### src/rtl/core/mss_pkg.sv
// Shared types and constants for the masked signature sniffer.
// Used by masked_signature_type_sniffer and mss_checker; no dependencies.
package mss_pkg;

    // Field widths of the word on each channel
    localparam int KIND_W   = 2;
    localparam int BYTE_W   = 8;
    localparam int IDX_W    = 4;
    localparam int LEN_W    = 5;
    localparam int FMT_W    = 16;
    localparam int STATUS_W = 2;

    // Byte positions a signature entry can hold (addressed by byte_index)
    localparam int SLOT_BYTES = 16;
    localparam int SLOT_W     = 4;

    // Word kinds on the input channel (code 3 is unused)
    typedef enum logic [KIND_W-1:0] {
        KIND_SNIFF = 2'd0,
        KIND_SIG   = 2'd1,
        KIND_HDR   = 2'd2
    } kind_t;

    // Result status codes
    typedef enum logic [STATUS_W-1:0] {
        ST_MATCH   = 2'd0,
        ST_NOMATCH = 2'd1,
        ST_MORE    = 2'd2
    } status_t;

endpackage

### src/rtl/core/masked_signature_type_sniffer.sv
// Masked signature sniffer: per-entry mask/pattern table, parallel byte test, report.
// Depends on mss_pkg.
//
//   channel | direction | handshake            | payload
//   --------+-----------+----------------------+-------------------------------------------
//   in      | input     | in_valid / in_ready   | kind, data_byte, mask_byte, last_byte,
//           |           |                      | stream_ended, entry_index, byte_index,
//           |           |                      | entry_length, entry_format, entry_enable
//   out     | output    | out_valid / out_ready | status, format_code, matched_entry
//
// One word per cycle while the output is not stalled. A word is held in the input register,
// is tested against every entry in parallel, and its result (last sniff byte only) is
// loaded into the output register when that register can take it; out_valid then rises.
// A stalled result holds in the output register; the input register still takes one more
// word, and in_ready drops only while both registers are full and out_ready is low.
// Reset clears entry-present bits and the byte counter and sets all alive flags; the mask,
// pattern, length and format tables are not reset.
module masked_signature_type_sniffer #(
    parameter int NUM_SIGS  = 16,
    parameter int SIG_BYTES = 16
) (
    input  logic                          clk,
    input  logic                          rst_n,
    input  logic                          in_valid,
    output logic                          in_ready,
    input  logic [mss_pkg::KIND_W-1:0]    kind,
    input  logic [mss_pkg::BYTE_W-1:0]    data_byte,
    input  logic [mss_pkg::BYTE_W-1:0]    mask_byte,
    input  logic                          last_byte,
    input  logic                          stream_ended,
    input  logic [mss_pkg::IDX_W-1:0]     entry_index,
    input  logic [mss_pkg::IDX_W-1:0]     byte_index,
    input  logic [mss_pkg::LEN_W-1:0]     entry_length,
    input  logic [mss_pkg::FMT_W-1:0]     entry_format,
    input  logic                          entry_enable,
    output logic                          out_valid,
    input  logic                          out_ready,
    output logic [mss_pkg::STATUS_W-1:0]  status,
    output logic [mss_pkg::FMT_W-1:0]     format_code,
    output logic [mss_pkg::IDX_W-1:0]     matched_entry
);
    import mss_pkg::*;

    localparam int CNT_W = $clog2(SIG_BYTES + 1);

    // Input register
    logic               in_v_reg;
    kind_t              kind_reg;
    logic [BYTE_W-1:0]  data_reg;
    logic [BYTE_W-1:0]  mask_in_reg;
    logic               last_reg;
    logic               ended_reg;
    logic [IDX_W-1:0]   eidx_reg;
    logic [IDX_W-1:0]   bidx_reg;
    logic [LEN_W-1:0]   len_reg;
    logic [FMT_W-1:0]   fmt_reg;
    logic               en_reg;

    // Signature table
    logic [BYTE_W-1:0]  mask_reg [NUM_SIGS][SLOT_BYTES];
    logic [BYTE_W-1:0]  pat_reg  [NUM_SIGS][SLOT_BYTES];
    logic [LEN_W-1:0]   len_store_reg [NUM_SIGS];
    logic [FMT_W-1:0]   fmt_store_reg [NUM_SIGS];
    logic [NUM_SIGS-1:0] present_reg;

    // Header scan state
    logic [NUM_SIGS-1:0] alive_reg;
    logic [CNT_W-1:0]    cnt_reg;

    // Output register
    logic               out_v_reg;
    status_t            status_reg;
    logic [FMT_W-1:0]   fmt_out_reg;
    logic [IDX_W-1:0]   idx_out_reg;

    logic               advance;
    logic               is_sniff;
    logic               is_sig;
    logic               is_hdr;
    logic               sig_wr;
    logic               hdr_wr;
    logic               cnt_open;
    logic [SLOT_W-1:0]  slot_idx;
    logic [NUM_SIGS-1:0] dies;
    logic [NUM_SIGS-1:0] alive_next;
    logic [CNT_W-1:0]    cnt_next;
    logic [LEN_W-1:0]    len_sat;
    logic               found;
    logic               any_live;
    logic [FMT_W-1:0]   hit_fmt;
    logic [IDX_W-1:0]   hit_idx;
    status_t            status_next;

    // Handshake: process the held word whenever the output register can take a result
    assign advance  = in_v_reg && (!out_v_reg || out_ready);
    assign in_ready = !in_v_reg || advance;

    // Kind decode
    always_comb
    begin
        is_sniff = 1'b0;
        is_sig   = 1'b0;
        is_hdr   = 1'b0;
        unique case (kind_reg)
            KIND_SNIFF: is_sniff = 1'b1;
            KIND_SIG:   is_sig   = 1'b1;
            KIND_HDR:   is_hdr   = 1'b1;
            default:    ;
        endcase
    end

    assign sig_wr  = advance && is_sig && (int'(bidx_reg) < SIG_BYTES);
    assign hdr_wr  = advance && is_hdr;
    assign len_sat = (len_reg > LEN_W'(SLOT_BYTES)) ? LEN_W'(SLOT_BYTES) : len_reg;

    // Parallel byte test at the current header position
    assign cnt_open = cnt_reg < CNT_W'(SIG_BYTES);
    assign slot_idx = SLOT_W'(cnt_reg);

    always_comb
    begin
        for (int e = 0; e < NUM_SIGS; e++)
        begin
            dies[e] = present_reg[e] && alive_reg[e] && cnt_open
                      && (int'(cnt_reg) < int'(len_store_reg[e]))
                      && ((data_reg & mask_reg[e][slot_idx]) != pat_reg[e][slot_idx]);
        end
    end

    assign alive_next = alive_reg & ~dies;
    assign cnt_next   = cnt_open ? cnt_reg + CNT_W'(1) : cnt_reg;

    // Report: lowest live entry whose length is covered
    always_comb
    begin
        found    = 1'b0;
        any_live = 1'b0;
        hit_fmt  = '0;
        hit_idx  = '0;
        for (int e = 0; e < NUM_SIGS; e++)
        begin
            if (present_reg[e] && alive_next[e])
            begin
                any_live = 1'b1;
                if (!found && (int'(len_store_reg[e]) <= int'(cnt_next)))
                begin
                    found   = 1'b1;
                    hit_fmt = fmt_store_reg[e];
                    hit_idx = IDX_W'(e);
                end
            end
        end
        priority if (found)
            status_next = ST_MATCH;
        else if (any_live && !ended_reg)
            status_next = ST_MORE;
        else
            status_next = ST_NOMATCH;
    end

    // Control registers
    always_ff @(posedge clk or negedge rst_n)
    begin
        if (!rst_n)
        begin
            in_v_reg    <= 1'b0;
            out_v_reg   <= 1'b0;
            present_reg <= '0;
            alive_reg   <= '1;
            cnt_reg     <= '0;
        end
        else
        begin
            if (in_ready)
                in_v_reg <= in_valid;

            if (advance && is_sniff && last_reg)
                out_v_reg <= 1'b1;
            else if (out_ready)
                out_v_reg <= 1'b0;

            if (advance && is_sniff)
            begin
                alive_reg <= last_reg ? '1 : alive_next;
                cnt_reg   <= last_reg ? '0 : cnt_next;
            end

            if (hdr_wr)
            begin
                for (int e = 0; e < NUM_SIGS; e++)
                begin
                    if (int'(eidx_reg) == e)
                        present_reg[e] <= en_reg && (len_reg != '0);
                end
            end
        end
    end

    // Input payload register
    always_ff @(posedge clk)
    begin
        if (in_valid && in_ready)
        begin
            kind_reg    <= kind_t'(kind);
            data_reg    <= data_byte;
            mask_in_reg <= mask_byte;
            last_reg    <= last_byte;
            ended_reg   <= stream_ended;
            eidx_reg    <= entry_index;
            bidx_reg    <= byte_index;
            len_reg     <= entry_length;
            fmt_reg     <= entry_format;
            en_reg      <= entry_enable;
        end
    end

    // Signature table writes
    always_ff @(posedge clk)
    begin
        for (int e = 0; e < NUM_SIGS; e++)
        begin
            if (sig_wr && (int'(eidx_reg) == e))
            begin
                mask_reg[e][bidx_reg] <= mask_in_reg;
                pat_reg[e][bidx_reg]  <= data_reg;
            end
            if (hdr_wr && (int'(eidx_reg) == e) && en_reg && (len_reg != '0))
            begin
                len_store_reg[e] <= len_sat;
                fmt_store_reg[e] <= fmt_reg;
            end
        end
    end

    // Result payload register
    always_ff @(posedge clk)
    begin
        if (advance && is_sniff && last_reg)
        begin
            status_reg  <= status_next;
            fmt_out_reg <= hit_fmt;
            idx_out_reg <= hit_idx;
        end
    end

    assign out_valid     = out_v_reg;
    assign status        = status_reg;
    assign format_code   = fmt_out_reg;
    assign matched_entry = idx_out_reg;

endmodule

### config.mk
export PLATFORM = sky130hd
export DESIGN_NAME = masked_signature_type_sniffer
export DESIGN_NICKNAME = d
export VERILOG_FILES = /design/src/rtl/core/mss_pkg.sv /design/src/rtl/core/masked_signature_type_sniffer.sv
export SDC_FILE = /design/constraint.sdc
export NUM_CORES = 2
export LEC_CHECK = 0
export ABC_CLOCK_PERIOD_IN_PS = 18900
export BUFFER_PORTS_ARGS = -buffer_cell sky130_fd_sc_hd__buf_2
export CAP_MARGIN = 0
export CORE_MARGIN = 8
export CORE_UTILIZATION = 40
export DETAILED_ROUTE_END_ITERATION = 8
export PLACE_DENSITY = 0.63
export SYNTH_ARGS = -nofsm -noshare
export SYNTH_HDL_FRONTEND = slang
export SYNTH_MEMORY_MAX_BITS = 65536
export SYNTH_SLANG_ARGS = --single-unit
### constraint.sdc
create_clock -name clk -period 18.9 [get_ports clk]
set_input_delay 0 -clock clk [delete_from_list [all_inputs] [get_ports clk]]
set_output_delay 0 -clock clk [all_outputs]
set_load 0.01 [all_outputs]
# [Word-level counts from Yosys, hierarchy flattened]
# Memories as Yosys holds them, arrays and structs flattened.
# Cells that the tools add are included.
[totals] regBits=111 ramBits=4432 inputBits=54 output_inout_bits=24 elab_cells=858 mem_count=4
[classes] addsub=1 magnitude_cmp=37 n_eq_ne=33 n_mux=462 bitwise=20 reduce_logical=268
[mem_list] memory="mask_reg" depth=16 word_bits=128 rd=16 rd_clocked_by_memory_dff=0 wr=1 line="masked_signature_type_sniffer.sv:60" rtl="logic [BYTE_W-1:0] mask_reg [NUM_SIGS][SLOT_BYTES];"
[mem_list] memory="pat_reg" depth=16 word_bits=128 rd=16 rd_clocked_by_memory_dff=0 wr=1 line="masked_signature_type_sniffer.sv:61" rtl="logic [BYTE_W-1:0] pat_reg [NUM_SIGS][SLOT_BYTES];"
[mem_list] memory="fmt_store_reg" depth=16 word_bits=16 rd=16 rd_clocked_by_memory_dff=0 wr=1 line="masked_signature_type_sniffer.sv:63" rtl="logic [FMT_W-1:0] fmt_store_reg [NUM_SIGS];"
[mem_list] memory="len_store_reg" depth=16 word_bits=5 rd=16 rd_clocked_by_memory_dff=0 wr=1 line="masked_signature_type_sniffer.sv:62" rtl="logic [LEN_W-1:0] len_store_reg [NUM_SIGS];"
[ops] op="128-bit two-way mux" n=76
[ops] op="128-bit OR reduction" n=30
[ops] op="8-bit binary-select mux with 4-bit select" n=32
[ops] op="16-bit two-way mux" n=48
[ops] op="8-bit two-way mux" n=65
[ops] op="4-bit two-way mux" n=88
[ops] op="16-bit OR reduction" n=15
[ops] op="1-bit logical AND" n=168
[ops] op="1-bit two-way mux" n=133
[ops] op="8-bit bitwise AND" n=16
[ops] op="8-bit inequality test" n=16
[ops] op="5-bit two-way mux" n=18
[ops] op="5-bit <= comparator" n=16
[ops] op="5-bit less-than comparator" n=16
[ops] op="5-bit OR reduction" n=15
[ops] op="8-bit demux with 4-bit select" n=1
[ops] op="4-bit equality test (second input constant)" n=8
[ops] op="2-bit AND reduction" n=16
[ops] op="1-bit zero test" n=18
[ops] op="16-bit bitwise AND" n=1
[ops] op="4-bit by 3-bit equality test with 1-bit output (second input constant)" n=4
[ops] op="16-bit inverter" n=1
[ops] op="5-bit >= comparator (second input constant)" n=2
[ops] op="4-bit inverter with 5-bit output" n=2
[ops] op="14 further kinds" n=16

# [Longest topological paths before layout]
[depth] ltp_word=71 depth_mapped=26 ltp_nobuf=16

# [Worst setup path before layout]
# Ideal clock, no wire load.
[synth_timing] path_kind="reg2reg" startpoint="register data_reg[3]" endpoint="register fmt_out_reg[11], in the netlist format_code[11], data pin" setup_time_ns=0.261 arrival_time_ns=6.526 required_ns=18.639 path_slack_ns=12.114 path_stages_with_launch=15 path_buffers=1 synth_period_minus_slack_ns=6.786 cell_sequence="edfxtp_1 > nand2_1 > a221oi_1 > o21ai_0 > a21oi_1 > o22ai_1 > or4_1 > a31oi_1 > nor4_4 > nand2_1 > buf_2 > nor3_1 > a2111o_1 > a211oi_1 > o21ai_1"
[synth_between] elab_chain_len=67 elab_cells_between_ends=156 classes_between="16 x eq/ne; 60 x mux; 18 x bitwise; 62 x reduce/logical"
[synth_lines] item="start, declared" line="masked_signature_type_sniffer.sv:49" rtl="logic [BYTE_W-1:0] data_reg;"
[synth_lines] item="start signal, assigned" line="masked_signature_type_sniffer.sv:205" rtl="data_reg <= data_byte;"
[synth_lines] item="8-bit bitwise AND" line="masked_signature_type_sniffer.sv:126" rtl="&& ((data_reg & mask_reg[e][slot_idx]) != pat_reg[e][slot_idx]);"
[synth_lines] item="8-bit inequality test" line="masked_signature_type_sniffer.sv:126"
[synth_lines] item="1-bit logical AND" line="masked_signature_type_sniffer.sv:126"
[synth_lines] item="16-bit inverter (*)" line="masked_signature_type_sniffer.sv:130" rtl="assign alive_next = alive_reg & ~dies;"
[synth_lines] item="16-bit bitwise AND (*)" line="masked_signature_type_sniffer.sv:130"
[synth_lines] item="1-bit logical AND" line="masked_signature_type_sniffer.sv:142" rtl="if (present_reg[e] && alive_next[e])"
[synth_lines] item="1-bit two-way mux" line="masked_signature_type_sniffer.sv:142"
[synth_lines] item="1-bit zero test" line="masked_signature_type_sniffer.sv:145" rtl="if (!found && (int'(len_store_reg[e]) <= int'(cnt_next)))"
[synth_lines] item="[52 not listed]"
[synth_lines] item="1-bit logical AND" line="masked_signature_type_sniffer.sv:145"
[synth_lines] item="1-bit two-way mux" line="masked_signature_type_sniffer.sv:145"
[synth_lines] item="1-bit two-way mux" line="masked_signature_type_sniffer.sv:142"
[synth_lines] item="1-bit zero test" line="masked_signature_type_sniffer.sv:145"
[synth_lines] item="1-bit logical AND" line="masked_signature_type_sniffer.sv:145"
[synth_lines] item="16-bit two-way mux" line="masked_signature_type_sniffer.sv:145"
[synth_lines] item="16-bit two-way mux (*)" line="masked_signature_type_sniffer.sv:142"
[synth_lines] item="net hit_fmt[11]" line="masked_signature_type_sniffer.sv:90" rtl="logic [FMT_W-1:0] hit_fmt;"
[synth_lines] item="end signal, assigned" line="masked_signature_type_sniffer.sv:241" rtl="fmt_out_reg <= hit_fmt;"
[synth_lines] item="end, declared" line="masked_signature_type_sniffer.sv:73" rtl="logic [FMT_W-1:0] fmt_out_reg;"
# Mark *: on every way through the listed nets, which the timed path passes. The rest lies on a longest branch.
# A chain may end at the register's enable or synchronous reset.

# [Worst setup path after layout]
[layout_timing] startpoint="register cnt_reg[1]" endpoint="register fmt_out_reg[5], in the netlist format_code[5], data pin"
[layout_between] elab_chain_len=71 elab_cells_between_ends=322 classes_between="1 x add/sub; 33 x order compare; 16 x eq/ne; 159 x mux; 19 x bitwise; 94 x reduce/logical"
[layout_lines] item="start, declared" line="masked_signature_type_sniffer.sv:68" rtl="logic [CNT_W-1:0] cnt_reg;"
[layout_lines] item="start signal, assigned" line="masked_signature_type_sniffer.sv:185" rtl="cnt_reg <= last_reg ? '0 : cnt_next;"
[layout_lines] item="4-bit inverter with 5-bit output (not written as such)" line="masked_signature_type_sniffer.sv:126"
[layout_lines] item="8-bit binary-select mux with 4-bit select" line="masked_signature_type_sniffer.sv:126"
[layout_lines] item="8-bit two-way mux (not written as such) (2 in series)" line="masked_signature_type_sniffer.sv:126"
[layout_lines] item="8-bit bitwise AND" line="masked_signature_type_sniffer.sv:126"
[layout_lines] item="8-bit inequality test" line="masked_signature_type_sniffer.sv:126"
[layout_lines] item="1-bit logical AND" line="masked_signature_type_sniffer.sv:126"
[layout_lines] item="16-bit inverter" line="masked_signature_type_sniffer.sv:130"
[layout_lines] item="16-bit bitwise AND" line="masked_signature_type_sniffer.sv:130"
[layout_lines] item="[55 not listed]"
[layout_lines] item="1-bit logical AND" line="masked_signature_type_sniffer.sv:145"
[layout_lines] item="1-bit two-way mux" line="masked_signature_type_sniffer.sv:145"
[layout_lines] item="1-bit two-way mux" line="masked_signature_type_sniffer.sv:142"
[layout_lines] item="1-bit zero test" line="masked_signature_type_sniffer.sv:145"
[layout_lines] item="1-bit logical AND" line="masked_signature_type_sniffer.sv:145"
[layout_lines] item="16-bit two-way mux" line="masked_signature_type_sniffer.sv:145"
[layout_lines] item="16-bit two-way mux (*)" line="masked_signature_type_sniffer.sv:142"
[layout_lines] item="net hit_fmt[5]" line="masked_signature_type_sniffer.sv:90"
# Mark *: on every way through the listed nets, which the timed path passes. The rest lies on a longest branch. The select of a mux whose other input is x is not followed.

==> flow_metrics.py <==
metrics = {
    "synthesis": {
        "netlist.top_cell.by_area": "sky130_fd_sc_hd__edfxtp_1",
        "netlist-cell-type-count": 107,
        "netlist_area_um2": 179900,
        "number_of_nets_produced_by_synthesis": 9229,
        "synth_enable_flop_cells": 4504,
        "syn_avg_cell_area_um2": 19.92,
        "primary_flip_flop_cell_chosen_by_synthesis_mapping": "sky130_fd_sc_hd__edfxtp_1",
        "synthDominantCellAreaShare_pct": 75.19,
        "register_area_share_after_synthesis_pct": 75.74,
        "yosys_reg_bits": 4543,
        "synth-async-reset-ratio_pct": 0.8585,
        "synth-warning-count": 0,
        "synthesis.instances": 9030,
        "leading_post_synthesis_cells_by_cell_area": "sky130_fd_sc_hd__edfxtp_1, sky130_fd_sc_hd__mux4_2, sky130_fd_sc_hd__mux2i_1",
    },
    "cts": {
        "root_buffer": "sky130_fd_sc_hd__clkbuf_16",
        "cts_num_sinks": 4543,
        "clock_latency_late_sink_ns": 0.99,
        "clkSlewWorstSetupHoldPaths_ns": 0.06,
        "cts-buffers-inserted": 450,
        "tritoncts": "built",
        "clock_path_buffers": 4,
        "cts_setup_buffers": 0,
        "cts-htree-levels": 5,
    },
    "timing": {
        "slew_headroom_pct": -6.096,
        "final.setup.tns_ns": 0,
        "min_period_over_period_pct": 46.42,
        "timing.fmax_ghz": 0.1140,
        "hold_viol_final": 0,
        "timing_worst_slew_pin_value_ns": 1.591,
        "timing_max_transition_violations_final": 68,
        "final.min_clock_period_ns": 8.773,
        "rsz0062_at_grt": "false",
        "finalSetupViolations": 0,
        "worst_clock_skew_ns": 0.06155,
    },
    "grt": {
        "grt_start_max_net_pins": 217,
        "antenna_found_initial": 40,
        "grt_first_pass_wirelength_um": 696100,
        "vias_in_the_first_global_route": 93960,
        "global_route.overflow_total": 0,
        "track_usage_pct": 20.27,
    },
    "critical_path": {
        "required_time_at_the_endpoint_of_the_critical_path_ns": 19.61,
        "path_class": "reg -> reg",
        "critical_path.top_delay_family": "buffers and inverters",
        "worst_setup_ep_type": "register",
        "ff2ff_setup_slack_ns": 10.13,
        "crit_path_frequent_cell": "sky130_fd_sc_hd__buf_4",
        "worstSetupStartpointType": "register",
        "worst-path-buf-inv": 4,
        "critical_path.max_fanout": 56,
        "slowest_stage": "sky130_fd_sc_hd__dfrtp_4",
        "critical_path_arrival_ns": 9.49,
        "crit_chain": "buf_4 > buf_4 > buf_4 > buf_4 > mux4_2 > a22oi_1 > nand2_1 > xnor2_1 > nor3_1 > nand4_1 > a21oi_1 > nor3_2 > nand3_2 > nor2_2 > a2111o_1 > a211oi_1 > o21ai_1",
        "peak_per_stage_delay_on_the_critical_path_ns": 1.02,
    },
    "floorplanning": {
        "chipWidth_um": 686.6,
        "floorplan.initialDensity_pct": 40.11,
        "die_height_um": 686.6,
        "fp.coreArea_um2": 448500,
        "design.portCount": 78,
        "std_cell_rows": 246,
        "die-area_um2": 471400,
    },
    "power_and_ir_drop": {
        "p_total_uw": 24330,
        "pwr_density_cell_nw_per_um2": 119.1,
        "power.leakage_uw": 0.06469,
        "vdd_drop_max_mv": 0.08270,
    },
    "drt": {
        "detail-route-antenna-nets": 0,
        "finalWirelength_um": 492900,
        "routed_via_density": 5.898,
        "dr.pass1.iters": 6,
        "drt_drc_violations_left": 0,
        "drt_iter0_drc": 11940,
        "dr_total_vias": 94340,
        "routedWlPerCell_um": 30.82,
    },
    "placed_design": {
        "place_congestion": 0.8588,
        "place_area_um2": 188800,
        "port_buffers": 77,
        "dp_hpwl_um": 288100,
    },
    "final_layout": {
        "final_cell_area_um2": 204300,
        "drive_above_1_share_pct": 22.41,
        "final_core_utilization_pct": 45.57,
        "total_number_of_nets_in_the_final_design": 9838,
        "area_growth_pct": 13.59,
        "fillers": 37070,
    },
    "worst_hold_path": {
        "timing.hold.worst.class": "in -> async",
    },
    "outcome": {
        "status": "finished with violations",
        "failed_checks": "max-capacitance violations, max-slew violations",
    },
    "run": {
        "max_cap_violations": 1,
    },
}
[placed cells by master, fill, tap and decap left out, types with 68 or more instances in the layout]
cell and count:
sky130_fd_sc_hd__edfxtp_1 4504, sky130_fd_sc_hd__dlygate4sd3_1 107, sky130_fd_sc_hd__o21ai_0 138, sky130_fd_sc_hd__clkbuf_16 455, sky130_fd_sc_hd__nor2_2 105, sky130_fd_sc_hd__clkinv_2 85
sky130_fd_sc_hd__a22oi_1 258, sky130_fd_sc_hd__nand3_1 147, sky130_fd_sc_hd__a21oi_1 172, sky130_fd_sc_hd__a221oi_1 68, sky130_fd_sc_hd__mux2i_1 583, sky130_fd_sc_hd__mux4_2 809
sky130_fd_sc_hd__clkinv_1 101, sky130_fd_sc_hd__o22ai_1 81, sky130_fd_sc_hd__buf_4 412, sky130_fd_sc_hd__clkbuf_1 90, sky130_fd_sc_hd__nand2_1 270, sky130_fd_sc_hd__nor2_1 274
sky130_fd_sc_hd__buf_2 77, sky130_fd_sc_hd__inv_1 146, sky130_fd_sc_hd__ha_1 145
[final cells by class]
class,count,area [um2],share of cell area (%)
timing repair buffer,615,4916,2.406
antenna,27,67.56,0.03306
clock buffer,550,11790,5.771
tap,5952,7447,3.644
multi-input combinational,3876,40620,19.88
sequential,4543,136300,66.68
clock inverter,279,2649,1.296
inverter,153,585.6,0.2866
[cell usage after synthesis, drive strengths merged (10+ instances only)]
master and count:
edfxtp 4504, mux4 809, mux2i 584, nor2 384
buf 332, nand2 281, a22oi 258, a21oi 176
nand3 155, o21ai 153, inv 150, ha 145
clkbuf 126, o22ai 81, a221oi 70, mux2 63
and3 61, nor2b 50, a22o 49, nand2b 44
o21a 40, xnor2 33, nor3b 32, nor3 31
a31oi 27, xor2 26, nor4 25, and2 24
dfrtp 23, a211oi 22, a21o 22, o221ai 22
a21boi 19, o211ai 18, dfstp 16, nand3b 13
and3b 12, nand4 12, o2111ai 11, a2bb2oi 10
[through the flow]
stage | std cells | hold slack (ns) | setup slack, ns
global route | 15970 | 0.2694 | 9.795
detailed placement | 15030 | 0.1225 | 10.20
CTS | 15970 | 0.1512 | 10.19
finish | 16000 | 0.1756 | 10.13
floorplan | 9030 | -0.2956 | 12.11
global placement | 15030 | 0.1234 | 10.05
[layer usage]
metal  global-route usage, %  routed length [um]  vias up
met5                       0                  49        -
met4                   7.183               17700        8
met3                   3.803               49420      889
met2                   32.37              232000     5079
met1                   27.97              193800    49930
li1                        -                   -    38440
[repair_timing]
action	4_1_cts	5_1_grt
endpoints found under the hold margin	146	0
hold buffers	107	0
resized for setup	0	0
[cells by family after synthesis]
family / synth area share (%)
flip-flops: 75.74
multiplexers: 13.77
AND/OR/NAND/NOR: 3.142
AO/OA/AOI/OAI: 4.077
buffers and inverters: 1.973
adder cells (fa/ha/maj): 1.009
XOR/XNOR: 0.2873
[worst register-to-register path, stage by stage (launching register included)]
cell and delay [ns]:
sky130_fd_sc_hd__dfrtp_4 1.02, sky130_fd_sc_hd__buf_4 0.70, sky130_fd_sc_hd__buf_4 0.85, sky130_fd_sc_hd__buf_4 0.81, sky130_fd_sc_hd__buf_4 0.93, sky130_fd_sc_hd__mux4_2 0.64
sky130_fd_sc_hd__a22oi_1 0.26, sky130_fd_sc_hd__nand2_1 0.11, sky130_fd_sc_hd__xnor2_1 0.14, sky130_fd_sc_hd__nor3_1 0.25, sky130_fd_sc_hd__nand4_1 0.70, sky130_fd_sc_hd__a21oi_1 0.66
sky130_fd_sc_hd__nor3_2 0.14, sky130_fd_sc_hd__nand3_2 0.14, sky130_fd_sc_hd__nor2_2 0.17, sky130_fd_sc_hd__a2111o_1 0.49, sky130_fd_sc_hd__a211oi_1 0.34, sky130_fd_sc_hd__o21ai_1 0.17
[path summary, 6_finish.rpt]
kind                                               start                       end  cells past startpoint
worst max-delay path              cnt_reg[1]$_DFFE_PN0P_  format_code[5]$_DFFE_PP_                     17
worst min-delay path                               rst_n     out_valid$_DFFE_PN0P_                      4
worst max register to register    cnt_reg[1]$_DFFE_PN0P_  format_code[5]$_DFFE_PP_                     17
worst min register to register  alive_reg[5]$_DFFE_PN1P_  alive_reg[5]$_DFFE_PN1P_                      2
max in group asynchronous                          rst_n    cnt_reg[1]$_DFFE_PN0P_                      4
min in group clk                         entry_length[2]      len_reg[2]$_DFFE_PP_                      3
[report_power, final]
group / switching [uW] / total, uW / leakage, uW / internal, uW
logic: 2560 / 4340 / 0.0166 / 1780
registers: 76.1 / 11200 / 0.0410 / 11100
clock network: 3790 / 8780 / 0.00704 / 4990
No activity file was read; power rests on OpenSTA's default activity.
